`config.mk`:
```
export PLATFORM = sky130hd
export DESIGN_NAME = packet_header_deframer_unit_flat
export DESIGN_NICKNAME = d
export VERILOG_FILES = /design/src/design/phd_pkg.sv /design/src/design/phd_ifs.sv /design/src/design/phd_parser.sv /design/src/design/packet_header_deframer_unit.sv /design/src/flat_wrapper.sv
export SDC_FILE = /design/constraint.sdc
export NUM_CORES = 1
export LEC_CHECK = 0
export CAP_MARGIN = 20
export CORE_MARGIN = 2
export CORE_UTILIZATION = 35
export CTS_BUF_LIST = sky130_fd_sc_hd__clkbuf_4 sky130_fd_sc_hd__clkbuf_8
export DETAILED_ROUTE_END_ITERATION = 8
export DONT_BUFFER_PORTS = 1
export GPL_ROUTABILITY_DRIVEN = 0
export PLACE_DENSITY_LB_ADDON = 0.1
export SYNTH_ARGS = -nofsm -noshare
export SYNTH_HDL_FRONTEND = slang
export SYNTH_SLANG_ARGS = --single-unit
```
`constraint.sdc`:
```
create_clock -name clk -period 2.3 [get_ports clk]
set_input_delay 0.575 -clock clk [delete_from_list [all_inputs] [get_ports clk]]
set_output_delay 0.575 -clock clk [all_outputs]
set_load 0.02 [all_outputs]
```
`src/design/phd_pkg.sv`:
```
package phd_pkg;

	localparam int unsigned ID_W = 14;
	localparam int unsigned INST_W = 32;
	localparam int unsigned SIZE_W = 24;
	localparam int unsigned BYTE_W = 8;
	localparam int unsigned APB_DATA_W = 32;
	localparam int unsigned APB_ADDR_W = 3;

	localparam logic [0:0] REG_INST_PRESENT = 1'b0;

	localparam logic [2:0] PH_HDR0 = 3'd0;
	localparam logic [2:0] PH_HDR1 = 3'd1;
	localparam logic [2:0] PH_INST = 3'd2;
	localparam logic [2:0] PH_SIZE = 3'd3;
	localparam logic [2:0] PH_PAY = 3'd4;

	localparam logic [1:0] INST_LAST_IDX = 2'd3;

	typedef struct packed {
		logic [ID_W-1:0]   packet_id;
		logic [INST_W-1:0] instance_id;
		logic [SIZE_W-1:0] payload_size;
		logic [BYTE_W-1:0] payload_byte;
		logic              has_data;
		logic              last;
	} phd_result_t;

endpackage

```
`src/design/phd_ifs.sv`:
```
interface phd_byte_if
	import phd_pkg::*;
	();
	logic              valid;
	logic              ready;
	logic [BYTE_W-1:0] data_byte;

	modport source (output valid, output data_byte, input ready);
	modport sink (input valid, input data_byte, output ready);
endinterface

interface phd_result_if
	import phd_pkg::*;
	();
	logic              valid;
	logic              ready;
	logic [ID_W-1:0]   packet_id;
	logic [INST_W-1:0] instance_id;
	logic [SIZE_W-1:0] payload_size;
	logic [BYTE_W-1:0] payload_byte;
	logic              has_data;
	logic              last;

	modport source (
		output valid, output packet_id, output instance_id, output payload_size,
		output payload_byte, output has_data, output last, input ready
	);
	modport sink (
		input valid, input packet_id, input instance_id, input payload_size,
		input payload_byte, input has_data, input last, output ready
	);
endinterface

```
`src/design/phd_parser.sv`:
```
module phd_parser
	import phd_pkg::*;
(
	input  logic              clk,
	input  logic              arst_n,
	input  logic              accept,
	input  logic [BYTE_W-1:0] data_byte,
	input  logic              inst_present,
	output logic              res_valid,
	output phd_result_t       res
);

	logic [2:0]        phase_q, phase_d;
	logic [1:0]        idx_q, idx_d;
	logic [7:0]        hdr_high_q, hdr_high_d;
	logic [ID_W-1:0]   frame_id_q, frame_id_d;
	logic [1:0]        sfb_q, sfb_d;
	logic [INST_W-1:0] inst_q, inst_d;
	logic [SIZE_W-1:0] size_q, size_d;
	logic [SIZE_W-1:0] left_q, left_d;

	logic              go_after;
	logic              go_begin;
	logic              emit;
	logic [BYTE_W-1:0] emit_byte;
	logic              emit_has;
	logic              emit_last;

	always_comb begin
		phase_d = phase_q;
		idx_d = idx_q;
		hdr_high_d = hdr_high_q;
		frame_id_d = frame_id_q;
		sfb_d = sfb_q;
		inst_d = inst_q;
		size_d = size_q;
		left_d = left_q;
		go_after = 1'b0;
		go_begin = 1'b0;
		emit = 1'b0;
		emit_byte = '0;
		emit_has = 1'b0;
		emit_last = 1'b0;

		unique case (phase_q)
			PH_HDR1: begin
				frame_id_d = {hdr_high_q, data_byte[7:2]};
				sfb_d = data_byte[1:0];
				inst_d = '0;
				size_d = '0;
				idx_d = '0;
				if (inst_present) begin
					phase_d = PH_INST;
				end else begin
					go_after = 1'b1;
				end
			end
			PH_INST: begin
				inst_d = {inst_q[INST_W-BYTE_W-1:0], data_byte};
				if (idx_q == INST_LAST_IDX) begin
					go_after = 1'b1;
				end else begin
					idx_d = idx_q + 2'd1;
				end
			end
			PH_SIZE: begin
				size_d = {size_q[SIZE_W-BYTE_W-1:0], data_byte};
				idx_d = idx_q + 2'd1;
				if (idx_d >= sfb_q) begin
					go_begin = 1'b1;
				end
			end
			PH_PAY: begin
				left_d = left_q - SIZE_W'(1);
				emit = 1'b1;
				emit_byte = data_byte;
				emit_has = 1'b1;
				emit_last = (left_d == '0);
				if (left_d == '0) begin
					phase_d = PH_HDR0;
				end
			end
			default: begin
				hdr_high_d = data_byte;
				phase_d = PH_HDR1;
			end
		endcase

		if (go_after) begin
			idx_d = '0;
			if (sfb_d == 2'd0) begin
				go_begin = 1'b1;
			end else begin
				phase_d = PH_SIZE;
			end
		end

		if (go_begin) begin
			idx_d = '0;
			if (size_d == '0) begin
				emit = 1'b1;
				emit_last = 1'b1;
				phase_d = PH_HDR0;
			end else begin
				left_d = size_d;
				phase_d = PH_PAY;
			end
		end
	end

	assign res_valid = accept & emit;
	assign res.packet_id = frame_id_d;
	assign res.instance_id = inst_d;
	assign res.payload_size = size_d;
	assign res.payload_byte = emit_byte;
	assign res.has_data = emit_has;
	assign res.last = emit_last;

	always_ff @(posedge clk or negedge arst_n) begin
		if (!arst_n) begin
			phase_q <= PH_HDR0;
			idx_q <= '0;
			hdr_high_q <= '0;
			frame_id_q <= '0;
			sfb_q <= '0;
			inst_q <= '0;
			size_q <= '0;
			left_q <= '0;
		end else if (accept) begin
			phase_q <= phase_d;
			idx_q <= idx_d;
			hdr_high_q <= hdr_high_d;
			frame_id_q <= frame_id_d;
			sfb_q <= sfb_d;
			inst_q <= inst_d;
			size_q <= size_d;
			left_q <= left_d;
		end
	end

endmodule

```
`src/design/packet_header_deframer_unit.sv`:
```
// Each accepted byte is parsed in the cycle it arrives; its result, if any, appears
// in the output register in the next cycle.
// Throughput is one byte per cycle; input is taken whenever the output register is
// empty or is being drained in the same cycle.
// Asynchronous active-low reset returns the parser to the first header byte, clears
// all frame state and the output register, and clears instance_id_present.
module packet_header_deframer_unit
	import phd_pkg::*;
(
	input  logic                  clk,
	input  logic                  arst_n,
	phd_byte_if.sink              byte_in,
	phd_result_if.source          result_out,
	input  logic                  psel,
	input  logic                  penable,
	input  logic                  pwrite,
	input  logic [APB_ADDR_W-1:0] paddr,
	input  logic [APB_DATA_W-1:0] pwdata,
	output logic [APB_DATA_W-1:0] prdata,
	output logic                  pready
);

	logic        inst_present_q;
	logic        out_valid_q;
	phd_result_t out_q;
	logic        accept;
	logic        res_valid;
	phd_result_t res;
	logic        cfg_hit;

	assign pready = 1'b1;
	assign cfg_hit = (paddr[2] == REG_INST_PRESENT);
	assign prdata = cfg_hit ? APB_DATA_W'(inst_present_q) : '0;

	always_ff @(posedge clk or negedge arst_n) begin
		if (!arst_n) begin
			inst_present_q <= 1'b0;
		end else if (psel && penable && pwrite && pready && cfg_hit) begin
			inst_present_q <= pwdata[0];
		end
	end

	assign byte_in.ready = !out_valid_q || result_out.ready;
	assign accept = byte_in.valid && byte_in.ready;

	phd_parser u_parser (
		.clk          (clk),
		.arst_n       (arst_n),
		.accept       (accept),
		.data_byte    (byte_in.data_byte),
		.inst_present (inst_present_q),
		.res_valid    (res_valid),
		.res          (res)
	);

	always_ff @(posedge clk or negedge arst_n) begin
		if (!arst_n) begin
			out_valid_q <= 1'b0;
		end else if (res_valid) begin
			out_valid_q <= 1'b1;
		end else if (result_out.ready) begin
			out_valid_q <= 1'b0;
		end
	end

	always_ff @(posedge clk or negedge arst_n) begin
		if (!arst_n) begin
			out_q <= '0;
		end else if (res_valid) begin
			out_q <= res;
		end
	end

	assign result_out.valid = out_valid_q;
	assign result_out.packet_id = out_q.packet_id;
	assign result_out.instance_id = out_q.instance_id;
	assign result_out.payload_size = out_q.payload_size;
	assign result_out.payload_byte = out_q.payload_byte;
	assign result_out.has_data = out_q.has_data;
	assign result_out.last = out_q.last;

endmodule

```
`src/flat_wrapper.sv`:
```
// flat-port wrapper written by rule: the top's interface ports become plain ports
module packet_header_deframer_unit_flat import phd_pkg::*;
  (clk, arst_n, psel, penable, pwrite, paddr, pwdata, prdata, pready, byte_in_valid, byte_in_data_byte, byte_in_ready, result_out_valid, result_out_packet_id, result_out_instance_id, result_out_payload_size, result_out_payload_byte, result_out_has_data, result_out_last, result_out_ready);
  phd_byte_if byte_in_i ();
  phd_result_if result_out_i ();
  input  logic clk;
  input  logic arst_n;
  input  logic psel;
  input  logic penable;
  input  logic pwrite;
  input  logic [APB_ADDR_W-1:0] paddr;
  input  logic [APB_DATA_W-1:0] pwdata;
  output logic [APB_DATA_W-1:0] prdata;
  output logic pready;
  input wire logic [$bits(byte_in_i.valid)-1:0] byte_in_valid;
  input wire logic [$bits(byte_in_i.data_byte)-1:0] byte_in_data_byte;
  output wire logic [$bits(byte_in_i.ready)-1:0] byte_in_ready;
  output wire logic [$bits(result_out_i.valid)-1:0] result_out_valid;
  output wire logic [$bits(result_out_i.packet_id)-1:0] result_out_packet_id;
  output wire logic [$bits(result_out_i.instance_id)-1:0] result_out_instance_id;
  output wire logic [$bits(result_out_i.payload_size)-1:0] result_out_payload_size;
  output wire logic [$bits(result_out_i.payload_byte)-1:0] result_out_payload_byte;
  output wire logic [$bits(result_out_i.has_data)-1:0] result_out_has_data;
  output wire logic [$bits(result_out_i.last)-1:0] result_out_last;
  input wire logic [$bits(result_out_i.ready)-1:0] result_out_ready;
  assign byte_in_i.valid = byte_in_valid;
  assign byte_in_i.data_byte = byte_in_data_byte;
  assign byte_in_ready = byte_in_i.ready;
  assign result_out_valid = result_out_i.valid;
  assign result_out_packet_id = result_out_i.packet_id;
  assign result_out_instance_id = result_out_i.instance_id;
  assign result_out_payload_size = result_out_i.payload_size;
  assign result_out_payload_byte = result_out_i.payload_byte;
  assign result_out_has_data = result_out_i.has_data;
  assign result_out_last = result_out_i.last;
  assign result_out_i.ready = result_out_ready;
  packet_header_deframer_unit u_core (.clk(clk), .arst_n(arst_n), .byte_in(byte_in_i), .result_out(result_out_i), .psel(psel), .penable(penable), .pwrite(pwrite), .paddr(paddr), .pwdata(pwdata), .prdata(prdata), .pready(pready));
endmodule
```
==> impl_metrics.py, run 1 <==
metrics = {
    "run_status": {
        "status": "complete, but fails checks",
        "violations": "hold timing, setup timing",
    },
    "finish": {
        "area_growth_syn_to_layout_pct": 24.3,
        "multi_input_area_um2": 4220,
        "drive_above_1_share": 0.274,
        "register_area_um2": 4780,
        "final_nets": 1009,
        "fill_cells": 2400,
        "final_cell_area_um2": 11100,
        "insertedDiodeCount": 0,
    },
    "detailed_routing": {
        "dr.pass1.iters": 4,
        "wl_met1_um": 11800,
        "vias": 7002,
        "wl_per_cell_um": 20.6,
        "wl_met3_um": 1370,
        "highest_layer": "met4",
        "dr.first_iter.drc_count": 634,
        "wirelength_um": 26700,
        "vias_per_cell": 5.40,
        "drc_errors": 0,
        "drt.antenna.violating_nets": 0,
        "wl_met2_um": 13000,
    },
    "floorplan": {
        "die_w_um": 164,
        "coreArea_um2": 25200,
        "die_h_um": 164,
        "initial_utilization": 0.356,
        "pin_count": 165,
        "die-area_um2": 26900,
        "num_rows": 58,
    },
    "sta": {
        "layout_setup_ws_ns": -0.239,
        "whs_ns": -0.204,
        "grt_setup_unrepaired": "true",
        "post-route-period-util": 1.10,
        "finalHoldViolations": 191,
        "tightest_slew_ns": 0.592,
        "relSlewSlack": 0.605,
        "final-setup-viol-count": 90,
        "skew_ns": 0.0292,
        "maxSlewViolCount": 0,
        "finalCriticalPeriod_ns": 2.54,
        "max_freq_ghz": 0.394,
    },
    "global_route": {
        "grt_pass1_vias": 7038,
        "grt_max_degree": 192,
        "antenna_found_initial": 0,
        "grt_pass1_wl_um": 40500,
        "grtUsageTotal": 0.196,
        "gr-total-overflow": 0,
    },
    "yosys": {
        "ys.flop_type": "dfrtp_1",
        "avgSynthCellArea_um2": 10.2,
        "yosys_warnings": 0,
        "ys_seq_elements": 191,
        "synth_area_um2": 8950,
        "netlist_instances": 880,
        "yosysSeqAreaShare": 0.534,
        "synth-edff-count": 0,
        "async_flop_share": 1.00,
        "synth_cell_types": 52,
    },
    "worst_setup_path": {
        "path_class": "reg2reg",
        "cp-end-kind": "register",
        "r2r.worst_path.cells": 12,
        "arrival_ns": 2.94,
        "start_kind": "register",
        "reg2reg_slack_ns": -0.24,
        "cp.required_ns": 2.70,
        "r2r_start": "u_core.u_parser.phase_q[2]$_DFFE_PN0P_",
        "cp_max_fo": 6,
        "r2r-end": "u_core.result_out.payload_size[3]$_DFFE_PN0P_",
    },
    "clock_network": {
        "root_buffer": "clkbuf_8",
        "cts_tree": "done",
        "cts_num_sinks": 191,
        "clk_pin_slew_ns": 0.10,
        "cts_buffers": 17,
        "htree_levels": 4,
        "clockBufferDepth": 2,
        "clkLatencyLatePin_ns": 0.48,
    },
    "pwr": {
        "power.density_nw_per_um2": 1530,
        "power.leakage_nw": 4.93,
        "vdd_drop_max_mv": 0.641,
    },
    "place": {
        "placed_area_um2": 10000,
        "hpwlAfterDp_um": 17000,
        "io_buffers": 0,
    },
    "hold_path": {
        "hold_path_class": "in2async",
    },
    "job": {
        "cap_violations": 0,
    },
}
## metal layers
layer | GRT usage | up-vias
met1 | 0.265 | 3530
met5 | 0 | -
li1 | - | 3257
met2 | 0.316 | 187
met3 | 0.0417 | 28
met4 | 0.0578 | 0
## timing repair
action	CTS	global route
gates cloned	3	7
endpoints found under the hold margin	191	191
pin swaps	5	35
resized for setup	36	71
endpoints found under the setup margin	106	106
buffers inserted	6	4
## cells in the mapped netlist, types with 3 or more instances
library cell | n | share of area
nor2_1 | 111 | 0.047
nand2b_1 | 6 | 0.0042
and2_1 | 3 | 0.0021
buf_2 | 15 | 0.0084
o31a_1 | 3 | 0.0029
and4b_1 | 24 | 0.027
xnor2_1 | 3 | 0.0029
a2bb2oi_1 | 3 | 0.0029
nand3_1 | 5 | 0.0028
clkbuf_1 | 40 | 0.017
a221oi_1 | 33 | 0.032
a22oi_1 | 17 | 0.014
o21ai_0 | 68 | 0.038
ha_1 | 5 | 0.0070
nor4_1 | 9 | 0.0063
mux2i_1 | 15 | 0.017
a21oi_1 | 52 | 0.029
a211oi_1 | 4 | 0.0034
nand4_1 | 10 | 0.0070
and3_1 | 4 | 0.0028
nor3_1 | 17 | 0.0095
dfrtp_1 | 191 | 0.53
buf_4 | 38 | 0.032
nand2_1 | 70 | 0.029
inv_1 | 25 | 0.010
xor2_1 | 4 | 0.0039
a22o_1 | 46 | 0.045
mux2_2 | 26 | 0.033
nand3b_1 | 3 | 0.0025
## cells by family after synthesis
| group | after synthesis | share of synthesized area |
|---|---|---|
| AO/OA/AOI/OAI | 245 | 0.186 |
| other | 2 | 0.000839 |
| buffers and inverters | 119 | 0.0679 |
| flip-flops | 191 | 0.534 |
| multiplexers | 41 | 0.0495 |
| AND/OR/NAND/NOR | 270 | 0.148 |
| adder cells (fa/ha/maj) | 5 | 0.00699 |
| XOR/XNOR | 7 | 0.00685 |
## layout by cell type, fill, tap and decap left out, types with 4 or more instances in the layout
cell and instances:
dfrtp_1 187, buf_4 89, nor2_1 86, nand2_1 70
o21ai_0 57, a22o_1 46, a21oi_1 36, conb_1 32
mux2_2 26, inv_1 25, a221oi_1 25, and4b_1 23
clkbuf_8 17, nor2_4 15, mux2i_1 15, nor3_1 13
a22oi_2 11, nand4_1 10, a21oi_4 10, o21ai_1 10
nor2_2 10, buf_6 10, buf_12 10, a21oi_2 8
a221oi_2 8, a22oi_1 6, clkbuf_16 6, nand2b_1 5
nor4_4 5, inv_8 5, nor4_1 4, nand3_1 4
a211oi_1 4, xor2_1 4, nor3_2 4, ha_1 4
clkinv_8 4, dfrtp_2 4
## layout make-up
class                           instances  share of cell area
Timing Repair Buffer                  119               0.108
Multi-Input combinational cell        600               0.380
Sequential cell                       191               0.430
Tap cell                              330              0.0371
Clock inverter                         14              0.0147
Clock buffer                           18              0.0217
Inverter                               25             0.00843
## sequential cells by signal, indices dropped and copies added, names as in the netlist, 3 cells and up
register	flops
u_core.result_out.instance_id	32
u_core.result_out.packet_id	14
u_core.result_out.payload_byte	8
u_core.result_out.payload_size	24
u_core.u_parser.frame_id_q	14
u_core.u_parser.hdr_high_q	8
u_core.u_parser.inst_q	32
u_core.u_parser.left_q	24
u_core.u_parser.phase_q	3
u_core.u_parser.size_q	24
## how the worst max path moves through the flow
stage | cells after the start | slack (ns) | end | start
2_1_floorplan | 10 | -0.03 | u_core.u_parser.left_q[19]$_DFFE_PN0P_ | u_core.u_parser.phase_q[2]$_DFFE_PN0P_
3_3_place_gp | 10 | -0.28 | u_core.result_out.instance_id[16]$_DFFE_PN0P_ | u_core.u_parser.phase_q[0]$_DFFE_PN0P_
3_5_place_dp | 9 | -0.31 | u_core.result_out.packet_id[7]$_DFFE_PN0P_ | u_core.u_parser.idx_q[0]$_DFFE_PN0P_
4_1_cts | 12 | -0.20 | u_core.result_out.instance_id[10]$_DFFE_PN0P_ | u_core.u_parser.phase_q[2]$_DFFE_PN0P_
5_1_grt | 12 | -0.34 | u_core.result_out.payload_size[21]$_DFFE_PN0P_ | u_core.u_parser.phase_q[2]$_DFFE_PN0P_
6_report | 12 | -0.24 | u_core.result_out.payload_size[3]$_DFFE_PN0P_ | u_core.u_parser.phase_q[2]$_DFFE_PN0P_
## power breakdown
| group | internal, mW | leakage (nW) | total, mW | switching, mW |
|---|---|---|---|---|
| clock network | 0.842 | 0.202 | 2.25 | 1.41 |
| logic | 3.63 | 2.36 | 7.51 | 3.89 |
| registers | 4.91 | 2.36 | 7.23 | 2.32 |
| total | 9.37 | 4.93 | 17.0 | 7.62 |
## worst max-delay path, cell delays in order, from the launching register on
cell,delay [ns]
dfrtp_2,0.46
nand2b_4,0.19
buf_4,0.17
a21oi_4,0.15
nand4_1,0.16
nor4_4,0.33
buf_4,0.19
buf_6,0.13
a31o_4,0.23
buf_6,0.15
clkbuf_16,0.16
nor2_1,0.04
a21oi_1,0.11
## stage by stage
step                TNS (ns)  power (mW)  worst slack, ns   util  instances
floorplan             -0.537        11.1          -0.0295      -        910
detailed placement    -21.42        13.6           -0.311  0.397       1246
global route          -24.02        18.1           -0.340  0.442       1297
CTS                   -12.94        16.3           -0.195  0.424       1287
global placement      -19.02        13.4           -0.279  0.397       1246
finish                -14.06        17.0           -0.239  0.442       1297
Power figures use the tool's default switching activity.
==> run 2: changes to the inputs <==
--- a/config.mk
+++ b/config.mk
@@ -6,13 +6,12 @@
 export NUM_CORES = 1
 export LEC_CHECK = 0
 export CAP_MARGIN = 20
-export CORE_MARGIN = 2
 export CORE_UTILIZATION = 35
 export CTS_BUF_LIST = sky130_fd_sc_hd__clkbuf_4 sky130_fd_sc_hd__clkbuf_8
 export DETAILED_ROUTE_END_ITERATION = 8
 export DONT_BUFFER_PORTS = 1
 export GPL_ROUTABILITY_DRIVEN = 0
-export PLACE_DENSITY_LB_ADDON = 0.1
+export PLACE_DENSITY = 0.47
 export SYNTH_ARGS = -nofsm -noshare
 export SYNTH_HDL_FRONTEND = slang
 export SYNTH_SLANG_ARGS = --single-unit
==> run 2 against run 1 <==
  * The flow still finishes with violations (hold timing, setup timing)
  * Maximum frequency shrank 2.8%
  * Clock skew shrank 0.0065 ns
  * First-iteration DRC count shrank 21%
  * Global-route usage grew 0.19 points
  * Total power shrank 0.79%
  * Flip-flop and latch count is the same
  * Design area grew 0.26%
  * Critical path type unchanged
==> impl_metrics.py, run 2 (synthesized netlist as in run 1, its figures left out) <==
metrics = {
    "global_route": {
        "gr-total-overflow": 0,
        "grt_max_degree": 192,
        "antenna_found_initial": 0,
        "grt_pass1_vias": 6909,
        "grt_pass1_wl_um": 40000,
        "grtUsageTotal": 0.198,
    },
    "sta": {
        "final-setup-viol-count": 105,
        "finalCriticalPeriod_ns": 2.61,
        "relSlewSlack": 0.583,
        "post-route-period-util": 1.14,
        "finalHoldViolations": 191,
        "skew_ns": 0.0227,
        "max_freq_ghz": 0.383,
        "tightest_slew_ns": 0.626,
        "layout_setup_ws_ns": -0.312,
        "grt_setup_unrepaired": "true",
        "whs_ns": -0.190,
        "maxSlewViolCount": 0,
    },
    "clock_network": {
        "cts_tree": "done",
        "clkLatencyLatePin_ns": 0.47,
        "clockBufferDepth": 2,
        "root_buffer": "clkbuf_8",
        "htree_levels": 4,
        "cts_num_sinks": 191,
        "cts_buffers": 17,
        "clk_pin_slew_ns": 0.10,
    },
    "finish": {
        "final_cell_mix": "189 x dfrtp_1, 99 x buf_4, 86 x nor2_1, 69 x nand2_1, 52 x o21ai_0",
        "multi_input_area_um2": 4210,
        "drive_above_1_share": 0.286,
        "area_growth_syn_to_layout_pct": 24.6,
        "layout_commonest_cell": "dfrtp_1",
        "insertedDiodeCount": 0,
        "fill_cells": 2413,
        "utilization": 0.444,
        "final_nets": 1017,
        "register_area_um2": 4780,
    },
    "run_status": {
        "violations": "hold timing, setup timing",
        "status": "complete, but fails checks",
    },
    "floorplan": {
        "die-area_um2": 26200,
        "die_h_um": 162,
        "initial_utilization": 0.357,
        "die_w_um": 162,
        "coreArea_um2": 25100,
        "num_rows": 58,
        "pin_count": 165,
    },
    "worst_setup_path": {
        "cp_max_fo": 32,
        "cp_num_buf_inv": 4,
        "arrival_ns": 3.00,
        "reg2reg_slack_ns": -0.31,
        "cp_slowest_cell": "dfrtp_2",
        "cp.required_ns": 2.68,
        "r2r-end": "u_core.u_parser.left_q[4]$_DFFE_PN0P_",
        "path_cells": "nand2b_4 > buf_16 > a21oi_4 > nand4_1 > nor4_4 > buf_4 > buf_6 > a21oi_2 > buf_12 > a22o_1 > a22oi_2",
        "r2r_start": "u_core.u_parser.phase_q[2]$_DFFE_PN0P_",
        "critical-path-top-delay-family": "simple AND/OR/NAND/NOR gates",
        "path_class": "reg2reg",
        "cp-end-kind": "register",
        "start_kind": "register",
        "critPathMaxStageDelay_ns": 0.47,
        "r2r.worst_path.cells": 11,
    },
    "job": {
        "cap_violations": 0,
    },
    "place": {
        "io_buffers": 0,
        "hpwlAfterDp_um": 17000,
    },
    "detailed_routing": {
        "dr.first_iter.drc_count": 504,
        "vias": 6982,
        "wirelength_um": 25900,
        "drc_errors": 0,
        "wl_per_cell_um": 19.9,
        "vias_per_cell": 5.35,
        "drt.antenna.violating_nets": 0,
        "dr.pass1.iters": 5,
    },
    "pwr": {
        "vdd_drop_max_mv": 0.587,
        "power.density_nw_per_um2": 1510,
        "power.leakage_nw": 4.97,
    },
    "hold_path": {
        "hold_path_class": "in2async",
    },
}
==> run 2: cell count changes in the layout (fill, tap and decap cells not counted), sizes merged <==
cell,before,now
buf,113,123
clkinv,6,3
clkbuf,24,22
bufinv,0,1
clkinvlp,1,2
==> run 2: power by group <==
group          switching (mW)  leakage, nW  internal, mW
clock                    1.34        0.197         0.929
sequential               2.29         2.36          4.90
combinational            3.75         2.41          3.64
==> run 2: final cells by class <==
type,count,share of cell area
Inverter,25,0.00841
Sequential cell,191,0.429
Multi-Input combinational cell,600,0.378
Timing Repair Buffer,127,0.113
Clock inverter,13,0.0131
Clock buffer,18,0.0222
Tap cell,330,0.0370
==> run 2: worst register-to-register path, cell delays in order, from the launching register on <==
cell,delay [ns]
dfrtp_2,0.47
nand2b_4,0.25
buf_16,0.19
a21oi_4,0.12
nand4_1,0.17
nor4_4,0.35
buf_4,0.19
buf_6,0.11
a21oi_2,0.06
buf_12,0.16
a22o_1,0.28
a22oi_2,0.19
==> run 2: how the worst max path moves through the flow <==
stage                                            from                                            end  slack, ns  depth (start not counted)
6_report       u_core.u_parser.phase_q[2]$_DFFE_PN0P_          u_core.u_parser.left_q[4]$_DFFE_PN0P_      -0.31                         11
5_1_grt        u_core.u_parser.phase_q[2]$_DFFE_PN0P_  u_core.result_out.instance_id[10]$_DFFE_PN0P_      -0.41                         12
4_1_cts        u_core.u_parser.phase_q[2]$_DFFE_PN0P_          u_core.u_parser.left_q[4]$_DFFE_PN0P_      -0.31                         11
3_5_place_dp   u_core.u_parser.phase_q[2]$_DFFE_PN0P_  u_core.result_out.instance_id[14]$_DFFE_PN0P_      -0.40                         11
3_3_place_gp   u_core.u_parser.phase_q[2]$_DFFE_PN0P_  u_core.result_out.instance_id[16]$_DFFE_PN0P_      -0.38                         10
2_1_floorplan  u_core.u_parser.phase_q[2]$_DFFE_PN0P_         u_core.u_parser.left_q[19]$_DFFE_PN0P_      -0.03                         10
==> run 2: metal layers <==
metal	vias to the layer above	GRT usage	routed length, um
li1	3279	-	-
met1	3539	0.266	11600
met2	144	0.326	12900
met3	20	0.0368	1040
met4	0	0.0536	348
met5	-	0	0
==> run 2: metrics by stage <==
stage	TNS, ns	power [mW]	std cells	setup slack [ns]	instance area, um2
6_report	-23.41	16.9	1304	-0.312	11200
4_1_cts	-22.59	16.5	1294	-0.309	10800
2_1_floorplan	-0.537	11.1	910	-0.0295	9330
3_5_place_dp	-31.65	13.7	1256	-0.396	10100
3_3_place_gp	-29.56	13.5	1256	-0.379	10100
5_1_grt	-34.50	18.0	1304	-0.413	11200
==> run 2: timing repair <==
| action | CTS | global route |
|---|---|---|
| endpoints found under the setup margin | 106 | 106 |
| pin swaps | 10 | 13 |
| setup buffers | 5 | 5 |
| hold endpoints to repair | 191 | 191 |
| resized for setup | 51 | 59 |
| gates cloned | 2 | 5 |
==> run 3: changes to the inputs <==
--- a/config.mk
+++ b/config.mk
@@ -15,3 +15,4 @@
 export SYNTH_ARGS = -nofsm -noshare
 export SYNTH_HDL_FRONTEND = slang
 export SYNTH_SLANG_ARGS = --single-unit
+export TNS_END_PERCENT = 30
==> run 3 against run 2 <==
  * The flow finishes with violations (DRC, hold timing, setup timing)
  * Total power increased by 2.3%
  * Largest power group unchanged
  * Setup slack improved by 0.063 ns
  * Combinational power increased by 5.3%
  * Clock power increased by 2%
  * Die area is the same
  * Via count increased by 1.9%
  * Worst hold slack worse by 0.012 ns
  * Largest cell class unchanged
  * Clock skew is 0.0011 ns higher
  * Final cell count is 0.61% higher
==> impl_metrics.py, run 3 (synthesized netlist as in run 1, its figures left out) <==
metrics = {
    "worst_setup_path": {
        "path_cells": "nand2b_4 > buf_6 > buf_6 > a21oi_4 > nand4_1 > nor4_4 > buf_6 > buf_6 > a21oi_4 > clkbuf_16 > a22o_1 > a22oi_1",
        "cp_max_fo": 8,
        "cp-end-kind": "register",
        "start_kind": "register",
        "critPathMaxStageDelay_ns": 0.46,
        "arrival_ns": 2.94,
        "cp_slowest_cell": "dfrtp_2",
        "path_class": "reg2reg",
        "cp.required_ns": 2.69,
        "path_common_cell": "buf_6",
    },
    "sta": {
        "finalCriticalPeriod_ns": 2.55,
        "skew_ns": 0.0238,
        "max_freq_ghz": 0.392,
        "grt_setup_unrepaired": "true",
        "layout_setup_ws_ns": -0.249,
        "maxSlewViolCount": 0,
        "whs_ns": -0.202,
        "final-setup-viol-count": 95,
        "tns_ns": -16.09,
        "finalHoldViolations": 191,
        "post-route-period-util": 1.11,
    },
    "pwr": {
        "power.leakage_nw": 5.11,
        "vdd_drop_max_mv": 0.540,
        "power.density_nw_per_um2": 1510,
        "power_mw": 17.2,
    },
    "clock_network": {
        "cts_buffers": 17,
        "clk_pin_slew_ns": 0.11,
        "clockBufferDepth": 2,
        "cts_num_sinks": 191,
        "cts_tree": "done",
        "root_buffer": "clkbuf_8",
        "clkLatencyLatePin_ns": 0.48,
        "htree_levels": 4,
    },
    "detailed_routing": {
        "dr.pass1.iters": 7,
        "wl_per_cell_um": 20.4,
        "vias": 7114,
        "wirelength_um": 26700,
        "drc_errors": 1,
        "drt.antenna.violating_nets": 0,
        "dr.first_iter.drc_count": 539,
        "vias_per_cell": 5.42,
    },
    "finish": {
        "drive_above_1_share": 0.294,
        "fill_cells": 2371,
        "instances_no_fill": 1312,
        "final_cell_mix": "189 x dfrtp_1, 100 x nor2_1, 95 x buf_4, 61 x nand2_1, 52 x o21ai_0",
        "layout_commonest_cell": "dfrtp_1",
        "final_nets": 1024,
        "final_cell_area_um2": 11400,
        "area_growth_syn_to_layout_pct": 27.1,
        "utilization": 0.453,
        "insertedDiodeCount": 0,
    },
    "floorplan": {
        "num_rows": 58,
        "die_w_um": 162,
        "coreArea_um2": 25100,
        "die_h_um": 162,
        "die-area_um2": 26200,
        "initial_utilization": 0.357,
        "pin_count": 165,
    },
    "run_status": {
        "violations": "DRC, hold timing, setup timing",
        "status": "complete, but fails checks",
    },
    "global_route": {
        "gr-total-overflow": 0,
        "grtUsageTotal": 0.197,
        "grt_pass1_wl_um": 39900,
        "grt_max_degree": 192,
        "antenna_found_initial": 1,
        "grt_pass1_vias": 6995,
    },
    "place": {
        "placed_area_um2": 10100,
        "place_ws_ns": -0.265,
        "io_buffers": 0,
        "hpwlAfterDp_um": 16600,
        "place_inst": 1256,
    },
    "hold_path": {
        "hold_path_class": "in2async",
    },
    "job": {
        "cap_violations": 0,
    },
}
run 3: cell types whose count changed in the layout (fill, tap and decap cells not counted), sizes merged:
cell / delta
clkbuf: +2
clkinvlp: -2
buf: +3
a21oi: +1
bufinv: -1
clkinv: +5
run 3: worst paths after layout:
path	from	endpoint	slack, ns	cells after the start
min	arst_n	u_core.u_parser.left_q[14]$_DFFE_PN0P_	-0.20	0
max	u_core.u_parser.phase_q[2]$_DFFE_PN0P_	u_core.u_parser.left_q[10]$_DFFE_PN0P_	-0.25	12
min in group clk	byte_in_data_byte[0]	u_core.result_out.payload_byte[0]$_DFFE_PN0P_	0.21	2
max in group asynchronous	arst_n	u_core.result_out.instance_id[31]$_DFFE_PN0P_	2.12	0
max reg2reg	u_core.u_parser.phase_q[2]$_DFFE_PN0P_	u_core.u_parser.left_q[10]$_DFFE_PN0P_	-0.25	12
min reg2reg	u_core.u_parser.size_q[22]$_DFFE_PN0P_	u_core.u_parser.size_q[22]$_DFFE_PN0P_	0.50	2
run 3: repair_timing:
action / 4_1_cts / 5_1_grt
hold endpoints to repair: 191 / 191
resized for setup: 63 / 53
gates cloned: 3 / 11
pin swaps: 8 / 49
setup endpoints to repair: 106 / 106
setup buffers: 7 / 3
run 3: final cells by class:
class,count,area (um2),area share
sequential,191,4780,0.420
multi-input combinational,601,4260,0.374
tap,330,413,0.0363
inverter,25,93.8,0.00825
timing repair buffer,133,1410,0.124
clock buffer,17,234,0.0206
clock inverter,15,188,0.0165
run 3: worst max-delay path, delay by kind of cell, from the launching register on:
| kind | cells | cell delay (ns) |
|---|---|---|
| AO/OA/AOI/OAI | 4 | 0.62 |
| buffers and inverters | 5 | 0.72 |
| flip-flops | 1 | 0.46 |
| AND/OR/NAND/NOR | 3 | 0.68 |
run 3: where the power goes:
part / switching [mW] / internal, mW / leakage (nW)
Sequential: 2.25 / 4.90 / 2.36
Clock: 1.46 / 0.847 / 0.211
Combinational: 4.04 / 3.74 / 2.53
run 3: layer usage:
metal | global-route usage | vias to the layer above | routed length, um
li1 | - | 3299 | -
met1 | 0.265 | 3607 | 11800
met2 | 0.325 | 189 | 13300
met3 | 0.0396 | 19 | 1390
met4 | 0.0502 | 0 | 338
met5 | 0 | - | 0
